## config.mk

```make
export PLATFORM = sky130hd
export DESIGN_NAME = stream_pattern_substitute_append
export DESIGN_NICKNAME = d
export VERILOG_FILES = /design/src/rtl/spsa_pkg.sv /design/src/rtl/stream_pattern_substitute_append.sv /design/src/rtl/spsa_front.sv /design/src/rtl/spsa_job_queue.sv /design/src/rtl/spsa_back.sv
export VERILOG_INCLUDE_DIRS = /design/src /design/src/rtl
export SDC_FILE = /design/constraint.sdc
export NUM_CORES = 1
export LEC_CHECK = 0
export BUFFER_PORTS_ARGS = -buffer_cell sky130_fd_sc_hd__buf_2
export CAP_MARGIN = 10
export CORE_MARGIN = 3
export CORE_UTILIZATION = 45
export CTS_CLUSTER_SIZE = 14
export DETAILED_ROUTE_END_ITERATION = 8
export PLACE_DENSITY = 0.72
export SLEW_MARGIN = 20
export SYNTH_ARGS = -nofsm -noshare
export SYNTH_HDL_FRONTEND = slang
export SYNTH_SLANG_ARGS = --single-unit
export TNS_END_PERCENT = 1
```

## constraint.sdc

```tcl
create_clock -name clk -period 3.75 [get_ports clk]
set_input_delay 0.75 -clock clk [delete_from_list [all_inputs] [get_ports clk]]
set_output_delay 0.75 -clock clk [all_outputs]
set_load 0.05 [all_outputs]
```

## src/rtl/stream_pattern_substitute_append_assert.svh

```systemverilog
// ----------------------------------------------------------------------------
// stream_pattern_substitute_append assertion macros
// shared concurrent assertion forms, clocked on the rising edge, reset aware
// ----------------------------------------------------------------------------
`ifndef STREAM_PATTERN_SUBSTITUTE_APPEND_ASSERT_SVH
`define STREAM_PATTERN_SUBSTITUTE_APPEND_ASSERT_SVH

// same-cycle implication
`define SPSA_ASSERT_IMP(label, clk, rst_n, ante, cons) \
	label: assert property (@(posedge clk) disable iff (!rst_n) (ante) |-> (cons)) \
		else $error("spsa assertion failed");

// next-cycle implication
`define SPSA_ASSERT_NXT(label, clk, rst_n, ante, cons) \
	label: assert property (@(posedge clk) disable iff (!rst_n) (ante) |=> (cons)) \
		else $error("spsa assertion failed");

`endif

```

## src/rtl/spsa_pkg.sv

```systemverilog
// ----------------------------------------------------------------------------
// spsa_pkg
// shared types, constants and the message rom for the pattern substitute block
// ----------------------------------------------------------------------------
`timescale 1ns / 1ps

package spsa_pkg;

	localparam int BUFFER_BYTES_DEF  = 1024;
	localparam int MESSAGE_BYTES_DEF = 38;
	localparam int MSG_ROM_SLOTS     = 64;
	localparam int JOBQ_DEPTH        = 4;
	localparam int ADDR_W            = 10;

	localparam logic [7:0] PAT_0 = 8'h55;
	localparam logic [7:0] PAT_1 = 8'h43;
	localparam logic [7:0] PAT_2 = 8'h46;

	typedef enum logic {
		JOB_BYTES = 1'b0,
		JOB_MSG   = 1'b1
	} job_kind_t;

	typedef struct packed {
		job_kind_t        kind;
		logic [1:0]       nbytes;
		logic [2:0][7:0]  bytes;
	} job_t;

	typedef struct packed {
		logic full;
		logic empty;
	} jobq_status_t;

	function automatic logic [7:0] msg_rom_byte(input logic [5:0] idx);
		logic [7:0] b;
		case (idx)
			6'd0:  b = 8'h55;
			6'd1:  b = 8'h6E;
			6'd2:  b = 8'h64;
			6'd3:  b = 8'h65;
			6'd4:  b = 8'h66;
			6'd5:  b = 8'h65;
			6'd6:  b = 8'h61;
			6'd7:  b = 8'h74;
			6'd8:  b = 8'h65;
			6'd9:  b = 8'h64;
			6'd10: b = 8'h20;
			6'd11: b = 8'h32;
			6'd12: b = 8'h30;
			6'd13: b = 8'h31;
			6'd14: b = 8'h38;
			6'd15: b = 8'h20;
			6'd16: b = 8'h4E;
			6'd17: b = 8'h61;
			6'd18: b = 8'h74;
			6'd19: b = 8'h69;
			6'd20: b = 8'h6F;
			6'd21: b = 8'h6E;
			6'd22: b = 8'h61;
			6'd23: b = 8'h6C;
			6'd24: b = 8'h20;
			6'd25: b = 8'h43;
			6'd26: b = 8'h68;
			6'd27: b = 8'h61;
			6'd28: b = 8'h6D;
			6'd29: b = 8'h70;
			6'd30: b = 8'h69;
			6'd31: b = 8'h6F;
			6'd32: b = 8'h6E;
			6'd33: b = 8'h73;
			6'd34: b = 8'h20;
			6'd35: b = 8'h55;
			6'd36: b = 8'h43;
			6'd37: b = 8'h46;
			default: b = 8'h00;
		endcase
		return b;
	endfunction

endpackage

```

## src/rtl/stream_pattern_substitute_append.sv

```systemverilog
// ----------------------------------------------------------------------------
// stream_pattern_substitute_append
// Write bytes enter one per transfer; a three-byte marker run inside one write
// is replaced by a fixed message, other bytes pass, each result carries its
// append address in the store or a drop flag once the store is full. An input
// transfer can be taken every cycle while the job queue has room. The end of
// a write flushes up to three bytes, and a replacement occupies the back end,
// one rom byte per cycle while the output is not stalled. The front keeps
// taking transfers until the four-entry job queue fills, then holds in_ready
// low. Results are held in the job queue and then leave a registered output
// stage.
// ----------------------------------------------------------------------------
`timescale 1ns / 1ps

module stream_pattern_substitute_append #(
	parameter int BUFFER_BYTES  = spsa_pkg::BUFFER_BYTES_DEF,
	parameter int MESSAGE_BYTES = spsa_pkg::MESSAGE_BYTES_DEF
) (
	input  logic                        clk,
	input  logic                        arst_n,
	input  logic                        in_valid,
	output logic                        in_ready,
	input  logic [7:0]                  in_byte,
	input  logic                        last_of_write,
	output logic                        out_valid,
	input  logic                        out_ready,
	output logic [7:0]                  out_byte,
	output logic [spsa_pkg::ADDR_W-1:0] store_address,
	output logic                        dropped,
	output logic                        last_of_run
);

	spsa_pkg::jobq_status_t q_status;
	spsa_pkg::job_t         push_job;
	spsa_pkg::job_t         head_job;
	logic                   push;
	logic                   pop;

	spsa_front u_front (
		.clk          (clk),
		.arst_n       (arst_n),
		.in_valid     (in_valid),
		.in_ready     (in_ready),
		.in_byte      (in_byte),
		.last_of_write(last_of_write),
		.q_status     (q_status),
		.push         (push),
		.push_job     (push_job)
	);

	spsa_job_queue u_queue (
		.clk     (clk),
		.arst_n  (arst_n),
		.push    (push),
		.push_job(push_job),
		.pop     (pop),
		.head_job(head_job),
		.status  (q_status)
	);

	spsa_back #(
		.BUFFER_BYTES (BUFFER_BYTES),
		.MESSAGE_BYTES(MESSAGE_BYTES)
	) u_back (
		.clk          (clk),
		.arst_n       (arst_n),
		.head_job     (head_job),
		.q_status     (q_status),
		.pop          (pop),
		.out_valid    (out_valid),
		.out_ready    (out_ready),
		.out_byte     (out_byte),
		.store_address(store_address),
		.dropped      (dropped),
		.last_of_run  (last_of_run)
	);

endmodule

```

## src/rtl/spsa_front.sv

```systemverilog
// ----------------------------------------------------------------------------
// spsa_front
// look-ahead window, pattern detect and job build for each input transfer
// ----------------------------------------------------------------------------
`timescale 1ns / 1ps

module spsa_front (
	input  logic                  clk,
	input  logic                  arst_n,
	input  logic                  in_valid,
	output logic                  in_ready,
	input  logic [7:0]            in_byte,
	input  logic                  last_of_write,
	input  spsa_pkg::jobq_status_t q_status,
	output logic                  push,
	output spsa_pkg::job_t        push_job
);

	logic [1:0][7:0] win_q, win_d;
	logic [1:0]      cnt_q, cnt_d;
	logic            has_job;
	logic            match;
	spsa_pkg::job_t  job;

	assign in_ready = !q_status.full;
	assign push     = in_valid && in_ready && has_job;
	assign push_job = job;

	always_comb begin
		job        = '0;
		job.kind   = spsa_pkg::JOB_BYTES;
		has_job    = 1'b0;
		win_d      = win_q;
		cnt_d      = cnt_q;
		match      = (cnt_q == 2'd2) && (win_q[0] == spsa_pkg::PAT_0)
			&& (win_q[1] == spsa_pkg::PAT_1) && (in_byte == spsa_pkg::PAT_2);
		if (cnt_q == 2'd2) begin
			has_job = 1'b1;
			if (match) begin
				job.kind = spsa_pkg::JOB_MSG;
				cnt_d    = 2'd0;
			end else begin
				job.nbytes   = 2'd1;
				job.bytes[0] = win_q[0];
				win_d[0]     = win_q[1];
				win_d[1]     = in_byte;
				if (last_of_write) begin
					job.nbytes   = 2'd3;
					job.bytes[1] = win_q[1];
					job.bytes[2] = in_byte;
				end
			end
		end else if (last_of_write) begin
			has_job = 1'b1;
			if (cnt_q == 2'd0) begin
				job.nbytes   = 2'd1;
				job.bytes[0] = in_byte;
			end else begin
				job.nbytes   = 2'd2;
				job.bytes[0] = win_q[0];
				job.bytes[1] = in_byte;
			end
		end else begin
			win_d[cnt_q[0]] = in_byte;
			cnt_d           = cnt_q + 2'd1;
		end
		// end of write flushes the window
		if (last_of_write) begin
			cnt_d = 2'd0;
			win_d = '0;
		end
	end

	always_ff @(posedge clk or negedge arst_n) begin
		if (!arst_n) begin
			win_q <= '0;
			cnt_q <= 2'd0;
		end else if (in_valid && in_ready) begin
			win_q <= win_d;
			cnt_q <= cnt_d;
		end
	end

endmodule

```

## src/rtl/spsa_job_queue.sv

```systemverilog
// ----------------------------------------------------------------------------
// spsa_job_queue
// short job queue between the front and back halves
// ----------------------------------------------------------------------------
`timescale 1ns / 1ps

`include "stream_pattern_substitute_append_assert.svh"

module spsa_job_queue (
	input  logic                   clk,
	input  logic                   arst_n,
	input  logic                   push,
	input  spsa_pkg::job_t         push_job,
	input  logic                   pop,
	output spsa_pkg::job_t         head_job,
	output spsa_pkg::jobq_status_t status
);

	localparam int DEPTH = spsa_pkg::JOBQ_DEPTH;
	localparam int AW    = (DEPTH > 1) ? $clog2(DEPTH) : 1;
	localparam int CW    = $clog2(DEPTH + 1);

	spsa_pkg::job_t    entry_q [DEPTH];
	logic [AW-1:0]     wr_ptr_q;
	logic [AW-1:0]     rd_ptr_q;
	logic [CW-1:0]     count_q;

	assign head_job     = entry_q[rd_ptr_q];
	assign status.full  = (count_q == CW'(DEPTH));
	assign status.empty = (count_q == '0);

	always_ff @(posedge clk) begin
		if (push) begin
			entry_q[wr_ptr_q] <= push_job;
		end
	end

	always_ff @(posedge clk or negedge arst_n) begin
		if (!arst_n) begin
			wr_ptr_q <= '0;
			rd_ptr_q <= '0;
			count_q  <= '0;
		end else begin
			if (push) begin
				wr_ptr_q <= (wr_ptr_q == AW'(DEPTH - 1)) ? '0 : wr_ptr_q + 1'b1;
			end
			if (pop) begin
				rd_ptr_q <= (rd_ptr_q == AW'(DEPTH - 1)) ? '0 : rd_ptr_q + 1'b1;
			end
			if (push && !pop) begin
				count_q <= count_q + 1'b1;
			end else if (pop && !push) begin
				count_q <= count_q - 1'b1;
			end
		end
	end

	`SPSA_ASSERT_IMP(a_no_push_full, clk, arst_n, push, !status.full)
	`SPSA_ASSERT_IMP(a_no_pop_empty, clk, arst_n, pop, !status.empty)
	`SPSA_ASSERT_IMP(a_count_bound, clk, arst_n, 1'b1, count_q <= CW'(DEPTH))

endmodule

```

## src/rtl/spsa_back.sv

```systemverilog
// ----------------------------------------------------------------------------
// spsa_back
// expands queued jobs into bytes, tracks the store fill level, output register
// ----------------------------------------------------------------------------
`timescale 1ns / 1ps

`include "stream_pattern_substitute_append_assert.svh"

module spsa_back #(
	parameter int BUFFER_BYTES  = spsa_pkg::BUFFER_BYTES_DEF,
	parameter int MESSAGE_BYTES = spsa_pkg::MESSAGE_BYTES_DEF
) (
	input  logic                        clk,
	input  logic                        arst_n,
	input  spsa_pkg::job_t              head_job,
	input  spsa_pkg::jobq_status_t      q_status,
	output logic                        pop,
	output logic                        out_valid,
	input  logic                        out_ready,
	output logic [7:0]                  out_byte,
	output logic [spsa_pkg::ADDR_W-1:0] store_address,
	output logic                        dropped,
	output logic                        last_of_run
);

	localparam int MSG_IDX_W = (MESSAGE_BYTES > 1) ? $clog2(MESSAGE_BYTES) : 1;
	localparam int POS_W     = (MSG_IDX_W > 2) ? MSG_IDX_W : 2;
	localparam int FILL_W    = $clog2(BUFFER_BYTES + 1);

	logic [POS_W-1:0]  pos_q;
	logic [FILL_W-1:0] fill_q;
	logic              out_valid_q;
	logic [7:0]        out_byte_q;
	logic [spsa_pkg::ADDR_W-1:0] addr_q;
	logic              dropped_q;
	logic              last_q;

	logic              head_valid;
	logic              adv;
	logic              job_end;
	logic              full;
	logic [7:0]        cur_byte;

	assign head_valid = !q_status.empty;
	assign adv        = head_valid && (!out_valid_q || out_ready);
	assign full       = (fill_q == FILL_W'(BUFFER_BYTES));
	assign pop        = adv && job_end;

	always_comb begin
		if (head_job.kind == spsa_pkg::JOB_MSG) begin
			job_end  = (pos_q == POS_W'(MESSAGE_BYTES - 1));
			cur_byte = spsa_pkg::msg_rom_byte(6'(pos_q));
		end else begin
			job_end  = (pos_q == POS_W'(head_job.nbytes - 2'd1));
			cur_byte = head_job.bytes[pos_q[1:0]];
		end
	end

	always_ff @(posedge clk or negedge arst_n) begin
		if (!arst_n) begin
			pos_q       <= '0;
			fill_q      <= '0;
			out_valid_q <= 1'b0;
		end else begin
			if (adv) begin
				out_valid_q <= 1'b1;
				pos_q       <= job_end ? '0 : pos_q + 1'b1;
				if (!full) begin
					fill_q <= fill_q + 1'b1;
				end
			end else if (out_ready) begin
				out_valid_q <= 1'b0;
			end
		end
	end

	always_ff @(posedge clk) begin
		if (adv) begin
			out_byte_q <= cur_byte;
			last_q     <= job_end;
			dropped_q  <= full;
			addr_q     <= full ? '0 : spsa_pkg::ADDR_W'(fill_q);
		end
	end

	assign out_valid     = out_valid_q;
	assign out_byte      = out_byte_q;
	assign store_address = addr_q;
	assign dropped       = dropped_q;
	assign last_of_run   = last_q;

	`SPSA_ASSERT_IMP(a_fill_bound, clk, arst_n, 1'b1, fill_q <= FILL_W'(BUFFER_BYTES))
	`SPSA_ASSERT_IMP(a_drop_when_full, clk, arst_n, out_valid_q && dropped_q, full)
	`SPSA_ASSERT_NXT(a_mid_job_holds, clk, arst_n, adv && !job_end,
		head_valid && (pos_q != '0))

endmodule
```

==> impl_metrics.json, run 1 <==
{
  "p_leak_nw": 3.26,
  "grt.overflow.total": 0,
  "fin_setup_tns_ps": 0,
  "synth-edff-count": 128,
  "async_flop_share_pct": 25.1,
  "path_clk_slew_ps": 70,
  "die_h_um": 138,
  "crit_family": "adder cells",
  "crit_type": "reg2reg",
  "arrival_ps": 3750,
  "synth_most_common_cell": "edfxtp_1",
  "layout-drive-gt1-share_pct": 18.3,
  "synthTopCellsByArea": "edfxtp_1, dfrtp_1, mux4_2",
  "end_kind": "flop",
  "vias_per_cell": 5.86,
  "cp_slowest_cell": "mux4_2",
  "grt_pass1_wl_um": 25800,
  "synth_fp_nets": 591,
  "hold_viol": 0,
  "worstMarginPinSlew_ps": 1050,
  "wirelength_um": 16000,
  "max_cap_viol_count": 0,
  "status": "finished, final reports clean",
  "synthSimpleGateAreaFrac_pct": 8.14,
  "vdd_drop_max_v": 0.000352,
  "synth_compound_area_share_pct": 10.8,
  "setup_ws_ps": 310,
  "row_count": 47,
  "hold_path_class": "in2async",
  "syn_inst": 559,
  "rsz0062_at_grt": "no",
  "first_iter_violations": 426,
  "place_hpwl_um": 10600,
  "slew_headroom_pct": 29.1,
  "cts_tree": "yes",
  "diodes": 0,
  "finalCritPeriodShare_pct": 91.7,
  "drc": 0,
  "synth_top_family_by_area": "compound AO/OA/AOI/OAI gates",
  "grt_usage_pct": 17.9,
  "preCtsSetupSlack_ps": 358,
  "use_met1_pct": 24.5,
  "startpoint": "u_queue.rd_ptr_q[0]",
  "ys_seq_area_share_pct": 63.0,
  "powerDensity_nw_per_um2": 815,
  "post_synth_num_cell_types": 66,
  "ioPinCount": 35,
  "insertion_delay_ps": 420,
  "avgRoutedWirePerCell_um": 19.5,
  "initial_core_util_pct": 46.6,
  "cts_buffers": 17,
  "ant_nets": 0,
  "root_buffer": "clkbuf_16",
  "syn_avg_cell_area_um2": 14.0,
  "vias": 4819,
  "die_w_um": 138,
  "grt_max_degree": 44,
  "holdBufCountCts": 0,
  "crit_buf_inv": 2,
  "clockBufferDepth": 2,
  "core_um2": 16800,
  "muxShareOfSynthArea_pct": 9.97,
  "grtUsageMet2_pct": 29.1,
  "grt_pass1_vias": 4783,
  "cp_cell_sequence": "mux4_2 > inv_1 > ha_1 > xnor2_1 > o41ai_4 > nand2_2 > ha_1 > inv_1 > fa_1 > mux2_2",
  "fill_cells": 1427,
  "slew_viol_final": 0,
  "ys.flop_type": "edfxtp_1",
  "yosys-top-cells-count": "edfxtp_1, dfrtp_1, nand2_1, mux2i_1",
  "portBuffers": 34,
  "clkSinkCount": 171,
  "cts.htree.levels": 4,
  "final_nets": 621,
  "dr.pass1.iters": 5,
  "synth_top_area_share_pct": 49.2,
  "cpPeakStageDelay_ps": 570,
  "crit_fanout": 11,
  "post-cts-setup-buffers": 0,
  "clock.fmax_ghz": 0.291,
  "die-area_um2": 19000,
  "synth_xor_area_share_pct": 1.80,
  "gp_congestion": 0.856,
  "antenna_found_initial": 0,
  "synth.largest_area_cell": "edfxtp_1",
  "min_period_ps": 3440,
  "synth_seq_cells": 171,
  "use_met3_pct": 3.32,
  "cp.required_ps": 4060,
  "grt_busiest_layer": "met2",
  "clock-skew-final_ps": 11.4,
  "ys_warn_count": 0,
  "r2r_start": "u_queue.rd_ptr_q[0]",
  "start_kind": "flop",
  "cts_resized": 0,
  "synthAdderAreaFrac_pct": 3.14,
  "synth_area_um2": 7800,
  "setup_violations": 0,
  "syn_to_final_growth_pct": 12.9
}
-- routing by layer --
metal | up-vias | routed length, um
met5 | - | 0
met4 | 0 | 185
met3 | 15 | 745
met2 | 148 | 7930
met1 | 2459 | 7130
li1 | 2197 | -
-- cell usage in the layout (no fill, tap or decap), types with 3 or more instances in the layout --
cell / Yosys / final
clkbuf_16: 0 / 19
ha_1: 18 / 18
nor2b_1: 5 / 5
mux4_2: 21 / 21
inv_6: 0 / 3
a211o_1: 3 / 3
nor3_1: 8 / 8
o22ai_1: 12 / 12
nor2_1: 19 / 19
o31ai_1: 6 / 6
nand2_1: 33 / 33
o21ai_0: 23 / 23
xor2_1: 7 / 7
mux2i_1: 26 / 26
a211oi_1: 6 / 6
nand4_1: 4 / 4
buf_2: 6 / 33
nor4_1: 5 / 5
o21ai_1: 6 / 6
nand3_1: 10 / 10
edfxtp_1: 128 / 128
a22o_1: 22 / 22
buf_4: 1 / 13
xnor2_1: 9 / 9
dfrtp_1: 43 / 42
o21bai_1: 4 / 4
a311oi_1: 4 / 4
and3_1: 3 / 3
inv_1: 23 / 23
a21oi_1: 17 / 17
and2_1: 15 / 15
-- where the power goes --
group	switching, mW	internal (mW)	leakage [nW]
logic	1.57	0.884	1.22
clock network	0.726	1.07	0.298
registers	0.341	2.59	1.74
total	2.64	4.54	3.26
-- path summary, 6_finish.rpt --
kind / end / slack, ps / cells past startpoint
hold / removal: u_front.win_q[3] / 330 / 1
hold reg to reg: u_back.fill_q[10] / 480 / 1
min in group clk: u_back.fill_q[10] / 480 / 1
max in group asynchronous: u_queue.rd_ptr_q[0] / 3000 / 1
setup reg to reg: u_queue.count_q[1] / 310 / 10
setup / recovery: u_queue.count_q[1] / 310 / 10
-- state kept, by name, summed over array words and instances, names as in the netlist, 3 cells and up --
register and cells:
u_back.fill_q 11, u_queue.entry_q 108, u_back.store_address 10, u_queue.count_q 3, u_back.out_byte 8, u_back.pos_q 6
u_front.win_q 16
-- cells by family (layout without fill, tap and decap cells) --
group,count (synthesis),in the layout
flops,171,171
simple gates,121,121
compound gates,120,120
buf+inv,61,104
mux,51,51
fa+ha+maj,19,19
xor+xnor,16,16
-- metrics by stage --
stage	instance area, um^2	instances	hold slack [ps]	utilization (%)	total power, mW
after floorplan	7800	559	442	-	4.74
final	8810	822	325	52.6	7.18
after global placement	8200	790	458	48.9	5.30
after global routing	8810	822	362	52.6	7.56
after CTS	8810	822	482	52.6	7.21
after detailed placement	8200	790	466	48.9	5.41
-- area by class of cell --
type | instances | area [um^2] | area share, %
repair buffers | 46 | 263 | 2.98
inverters | 26 | 97.6 | 1.11
well taps | 220 | 275 | 3.12
clock inverters | 12 | 133 | 1.51
flip-flops and latches | 171 | 4920 | 55.8
multi-input cells | 327 | 2640 | 30.0
clock buffers | 20 | 479 | 5.44
(Power assumes the default switching activity.)
==> run 2: changes to the inputs <==
--- a/config.mk
+++ b/config.mk
@@ -6,6 +6,7 @@
 export SDC_FILE = /design/constraint.sdc
 export NUM_CORES = 1
 export LEC_CHECK = 0
+export ABC_AREA = 1
 export BUFFER_PORTS_ARGS = -buffer_cell sky130_fd_sc_hd__buf_2
 export CAP_MARGIN = 10
 export CORE_MARGIN = 3
==> constraint.sdc (replaced) <==
create_clock -name clk -period 2.9 [get_ports clk]
set_input_delay 0.58 -clock clk [delete_from_list [all_inputs] [get_ports clk]]
set_output_delay 0.58 -clock clk [all_outputs]
set_load 0.05 [all_outputs]
==> impl_metrics.json, run 2 <==
{
  "syn_to_final_growth_pct": 12.8,
  "synth-edff-count": 128,
  "cp_slowest_cell": "dfrtp_2",
  "initial_core_util_pct": 46.5,
  "setup_violations": 0,
  "drc": 0,
  "die_w_um": 141,
  "slew_viol_final": 0,
  "worstMarginPinSlew_ps": 774,
  "dr.pass1.iters": 5,
  "post_synth_num_cell_types": 38,
  "synth_area_um2": 8150,
  "ys_seq_area_share_pct": 60.3,
  "p_leak_nw": 3.86,
  "largest_register": "u_queue.entry_q",
  "synth.largest_area_cell": "edfxtp_1",
  "clockBufferDepth": 2,
  "cts_tree": "yes",
  "slew_headroom_pct": 47.9,
  "ant_nets": 0,
  "crit_type": "reg2reg",
  "vias_per_cell": 5.28,
  "final_util_pct": 52.5,
  "synth_seq_cells": 171,
  "synth_most_common_cell": "nand2_1",
  "avgRoutedWirePerCell_um": 15.9,
  "cp.required_ps": 3200,
  "powerDensity_nw_per_um2": 1080,
  "max_cap_viol_count": 0,
  "die-area_um2": 19800,
  "grt_max_degree": 42,
  "ioPinCount": 35,
  "total_power_mw": 9.91,
  "synthTopCellsByArea": "edfxtp_1, dfrtp_1, nand2_1",
  "syn_inst": 833,
  "cts.htree.levels": 4,
  "cts_buffers": 17,
  "die_h_um": 141,
  "clock.fmax_ghz": 0.362,
  "synth_fp_nets": 865,
  "async_flop_share_pct": 25.1,
  "clock-skew-final_ps": 9.31,
  "ys_warn_count": 0,
  "core_um2": 17500,
  "vdd_drop_max_v": 0.000572,
  "path_clk_slew_ps": 60,
  "cp_cell_sequence": "buf_4 > nand2_1 > a32o_1 > ha_1 > xor2_1 > nand2_1 > nor2_1 > nand2_2 > nand2_4 > nand2_4 > ha_1 > inv_1 > fa_1 > a21oi_1 > o21ai_0 > xor2_1",
  "syn_avg_cell_area_um2": 9.79,
  "crit_fanout": 6,
  "final_nets": 911,
  "arrival_ps": 3060,
  "status": "finished, final reports clean",
  "layout-drive-gt1-share_pct": 13.6,
  "largest_reg_flops": 108,
  "top_regs": "u_queue.entry_q: 108 flops, u_front.win_q: 16 flops, u_back.fill_q: 11 flops",
  "final_common_cell": "nand2_1",
  "clkSinkCount": 171,
  "place_hpwl_um": 12100,
  "yosys-top-cells-count": "nand2_1, edfxtp_1, nor2_1, inv_1, o21ai_0",
  "diodes": 0,
  "first_iter_violations": 442,
  "min_period_ps": 2760,
  "portBuffers": 34,
  "end_kind": "flop",
  "root_buffer": "clkbuf_16",
  "wirelength_um": 17700,
  "layout_common_cells": "nand2_1, edfxtp_1, nor2_1",
  "finalCritPeriodShare_pct": 95.2,
  "grt_pass1_vias": 5735,
  "fill_cells": 1554,
  "vias": 5897,
  "synth_top_area_share_pct": 47.1,
  "fin_setup_tns_ps": 0,
  "ys.flop_type": "edfxtp_1",
  "grt_usage_pct": 18.6,
  "antenna_found_initial": 0,
  "insertion_delay_ps": 420,
  "start_kind": "flop",
  "hold_viol": 0,
  "hold_path_class": "in2async",
  "gp_congestion": 0.901,
  "grt.overflow.total": 0,
  "cpPeakStageDelay_ps": 430,
  "row_count": 48,
  "grt_pass1_wl_um": 29300
}
==> run 2: cell count changes after synthesis, sizes merged, moves of 7 or more <==
cell / change
buf: +9
clkbuf: -7
nor2: +82
o21ai: +34
nand3: +35
a22o: -22
nand2: +173
mux2i: -26
o22ai: +7
inv: +54
nand4: +19
mux4: -21
o211ai: +11
and2: -15
==> run 2: area by class of cell <==
| class | count | area [um^2] | share of cell area, % |
|---|---|---|---|
| flip-flops and latches | 171 | 4920 | 53.5 |
| multi-input cells | 545 | 2760 | 30.0 |
| clock buffers | 19 | 433 | 4.71 |
| repair buffers | 64 | 420 | 4.57 |
| inverters | 80 | 303 | 3.29 |
| well taps | 225 | 282 | 3.06 |
| clock inverters | 12 | 82.6 | 0.898 |
==> run 2: per-layer routing <==
layer | GRT usage (%) | up-vias | part of all wire (%)
li1 | - | 2902 | -
met3 | 3.73 | 24 | 5.4
met1 | 25.9 | 2796 | 45
met2 | 30.0 | 175 | 48
met4 | 5.35 | 0 | 1.7
met5 | 0 | - | 0
==> run 2: path summary, 6_finish.rpt <==
kind                                startpoint             endpoint  slack [ps]  depth (start not counted)
max in group asynchronous               arst_n      u_back.pos_q[3]        2080                          2
max reg2reg                u_queue.rd_ptr_q[0]   u_queue.count_q[2]         140                         16
min in group clk                    in_byte[5]    u_front.win_q[13]         440                          3
max                        u_queue.rd_ptr_q[0]   u_queue.count_q[2]         140                         16
min reg2reg                  u_front.win_q[13]    u_front.win_q[13]         470                          2
min                                     arst_n  u_queue.wr_ptr_q[1]         220                          1
==> run 2: stage by stage <==
stage	worst slack, ps	instance area [um^2]	hold slack (ps)	std cells
2_1_floorplan	-99.2	8150	284	833
3_3_place_gp	145	8640	453	1081
3_5_place_dp	57.6	8640	458	1081
4_1_cts	37.5	9160	236	1112
5_1_grt	-4.37	9200	250	1116
6_report	139	9200	220	1116
==> run 2: worst max-delay path: cells and delay by family (launching register included) <==
| kind | cells | cell delay, ps |
|---|---|---|
| AO/OA/AOI/OAI | 3 | 500 |
| buffers and inverters | 2 | 210 |
| adder cells (fa/ha/maj) | 3 | 790 |
| AND/OR/NAND/NOR | 6 | 430 |
| flip-flops | 1 | 430 |
| XOR/XNOR | 2 | 290 |
==> run 2: cells by family (layout without fill, tap and decap cells) <==
| group | Yosys count | after routing | share of synthesized area (%) |
|---|---|---|---|
| flops | 171 | 171 | 60.3 |
| buf+inv | 117 | 175 | 6.03 |
| fa+ha+maj | 19 | 19 | 3.01 |
| xor+xnor | 16 | 16 | 1.72 |
| simple gates | 388 | 388 | 20.5 |
| compound gates | 122 | 122 | 8.36 |
==> run 2: power breakdown <==
part	leakage, nW	internal (mW)	total [mW]	switching [mW]
Sequential	1.75	3.40	3.80	0.403
Combinational	1.86	1.26	4.09	2.83
Clock	0.247	1.15	2.02	0.869
==> run 2: repair_timing <==
action,CTS,global route
setup endpoints to repair,0,2
gates resized for setup,0,3
hold buffers,0,0
buffers inserted,0,4
==> run 3: changes to the inputs <==
--- a/config.mk
+++ b/config.mk
@@ -9,11 +9,14 @@
 export ABC_AREA = 1
 export BUFFER_PORTS_ARGS = -buffer_cell sky130_fd_sc_hd__buf_2
 export CAP_MARGIN = 10
+export CELL_PAD_IN_SITES_DETAIL_PLACEMENT = 0
+export CELL_PAD_IN_SITES_GLOBAL_PLACEMENT = 2
 export CORE_MARGIN = 3
-export CORE_UTILIZATION = 45
+export CORE_UTILIZATION = 38
+export CTS_BUF_LIST = sky130_fd_sc_hd__clkbuf_8
 export CTS_CLUSTER_SIZE = 14
 export DETAILED_ROUTE_END_ITERATION = 8
-export PLACE_DENSITY = 0.72
+export PLACE_DENSITY = 0.87
 export SLEW_MARGIN = 20
 export SYNTH_ARGS = -nofsm -noshare
 export SYNTH_HDL_FRONTEND = slang
==> impl_metrics.json, run 3 (synthesis gave the netlist of run 2 again) <==
{
  "status": "finished, final reports clean",
  "multiInputGateArea_um2": 2750,
  "clock.fmax_ghz": 0.371,
  "setup_violations": 0,
  "grt_max_degree": 38,
  "crit_family": "adder cells",
  "arrival_ps": 3030,
  "avgRoutedWirePerCell_um": 16.3,
  "top_regs": "u_queue.entry_q: 108 flops, u_front.win_q: 16 flops, u_back.fill_q: 11 flops",
  "initial_core_util_pct": 39.5,
  "clock-skew-final_ps": 18.0,
  "grt_usage_pct": 16.8,
  "clockBufferDepth": 2,
  "cp.required_ps": 3240,
  "crit_fanout": 5,
  "gp_congestion": 0.820,
  "crit_type": "reg2reg",
  "postLayoutCellArea_um2": 9170,
  "row_count": 52,
  "crit_buf_inv": 2,
  "wirelength_um": 18900,
  "hold_path_class": "in2async",
  "min_period_ps": 2700,
  "p_leak_nw": 3.80,
  "cts_buffers": 17,
  "vias_per_cell": 4.90,
  "path_clk_slew_ps": 90,
  "post_dp_cell_area_um2": 8740,
  "ioPinCount": 35,
  "layout_common_cells": "nand2_1, edfxtp_1, nor2_1",
  "hold_viol": 0,
  "slew_viol_final": 0,
  "end_kind": "flop",
  "grt_pass1_wl_um": 31000,
  "cpPeakStageDelay_ps": 450,
  "final_nets": 910,
  "fill_cells": 1990,
  "grt_pass1_vias": 5694,
  "slew_headroom_pct": 37.5,
  "die_w_um": 152,
  "drc": 0,
  "core_um2": 20600,
  "holdWs_ps": 255,
  "total_power_mw": 9.69,
  "worstMarginPinSlew_ps": 937,
  "vdd_drop_max_v": 0.000356,
  "layout-drive-gt1-share_pct": 14.3,
  "start_kind": "flop",
  "dr.pass1.iters": 5,
  "place_hpwl_um": 13000,
  "cts_tree": "yes",
  "cp_slowest_cell": "dfrtp_2",
  "portBuffers": 34,
  "ant_nets": 0,
  "syn_to_final_growth_pct": 12.4,
  "max_cap_viol_count": 0,
  "clkSinkCount": 171,
  "largest_register": "u_queue.entry_q",
  "die-area_um2": 23200,
  "first_iter_violations": 352,
  "finalCritPeriodShare_pct": 93.0,
  "cp_cell_sequence": "buf_4 > a21oi_1 > a32o_1 > ha_1 > xor2_1 > nand2_1 > nor2_1 > nand2_1 > nand2_4 > nand2_2 > ha_1 > inv_1 > fa_2 > a21oi_1 > o21ai_1 > xor2_1",
  "powerDensity_nw_per_um2": 1060,
  "final_common_cell": "nand2_1",
  "root_buffer": "clkbuf_8",
  "largest_reg_flops": 108,
  "cts.htree.levels": 4,
  "die_h_um": 152,
  "diodes": 0,
  "seqCellArea_um2": 4920,
  "rsz0062_at_grt": "no",
  "grt.overflow.total": 0,
  "insertion_delay_ps": 450,
  "vias": 5691,
  "antenna_found_initial": 0
}
-- run 3: cell count changes in the layout (fill, tap and decap cells not counted), moves of 2 or more --
cell	change
clkbuf_16	-17
clkbuf_8	+17
clkinv_1	-6
buf_4	-3
buf_12	+2
bufinv_16	+2
clkbuf_1	-2
clkinv_4	+2
clkinvlp_4	+2
inv_1	+2
inv_6	+2
-- run 3: metrics by stage --
step                setup WS, ps  utilization (%)  TNS [ps]  std cells
floorplan                  -99.2                -    -10760        833
global placement             116             42.4         0       1128
detailed placement          41.1             42.4         0       1128
CTS                         49.3             44.4         0       1160
global route                8.08             44.4         0       1161
finish                       204             44.4         0       1161
-- run 3: report_power, final --
part	switching [mW]	internal, mW	leakage (nW)	total [mW]
clock network	0.880	0.854	0.203	1.73
registers	0.340	3.39	1.75	3.73
logic	2.95	1.27	1.86	4.22
total	4.17	5.52	3.80	9.69
-- run 3: routing by layer --
layer,global-route usage [%],wire length (um),up-vias,part of all wire (%)
met2,26.8,8930,100,47
met3,2.98,705,16,3.7
li1,-,-,2903,-
met1,23.8,9000,2672,48
met4,4.75,252,0,1.3
met5,0,0,-,0
-- run 3: worst paths after layout --
path                                      from                  to  slack (ps)  cells after the start
min reg2reg                  u_back.fill_q[10]   u_back.fill_q[10]         480                      1
max in group asynchronous               arst_n    u_back.fill_q[5]        1990                      2
max reg2reg                u_queue.rd_ptr_q[0]  u_queue.count_q[2]         200                     16
min in group clk                    in_byte[7]   u_front.win_q[15]         400                      3
max                        u_queue.rd_ptr_q[0]  u_queue.count_q[2]         200                     16
min                                     arst_n     u_back.pos_q[5]         260                      1
-- run 3: timing repair --
action,in CTS,in global routing
buffers inserted,0,1
endpoints found under the setup margin,0,2
hold buffers,0,0
endpoints found under the hold margin,0,0
resized for setup,0,4
-- run 3: area by class of cell --
cell class                      count  share of cell area, %
Sequential cell                   171                   53.7
Multi-Input combinational cell    545                   30.0
Timing Repair Buffer               63                   4.78
Tap cell                          270                   3.69
Inverter                           80                   3.33
Clock buffer                       17                   2.55
Clock inverter                     15                   1.91
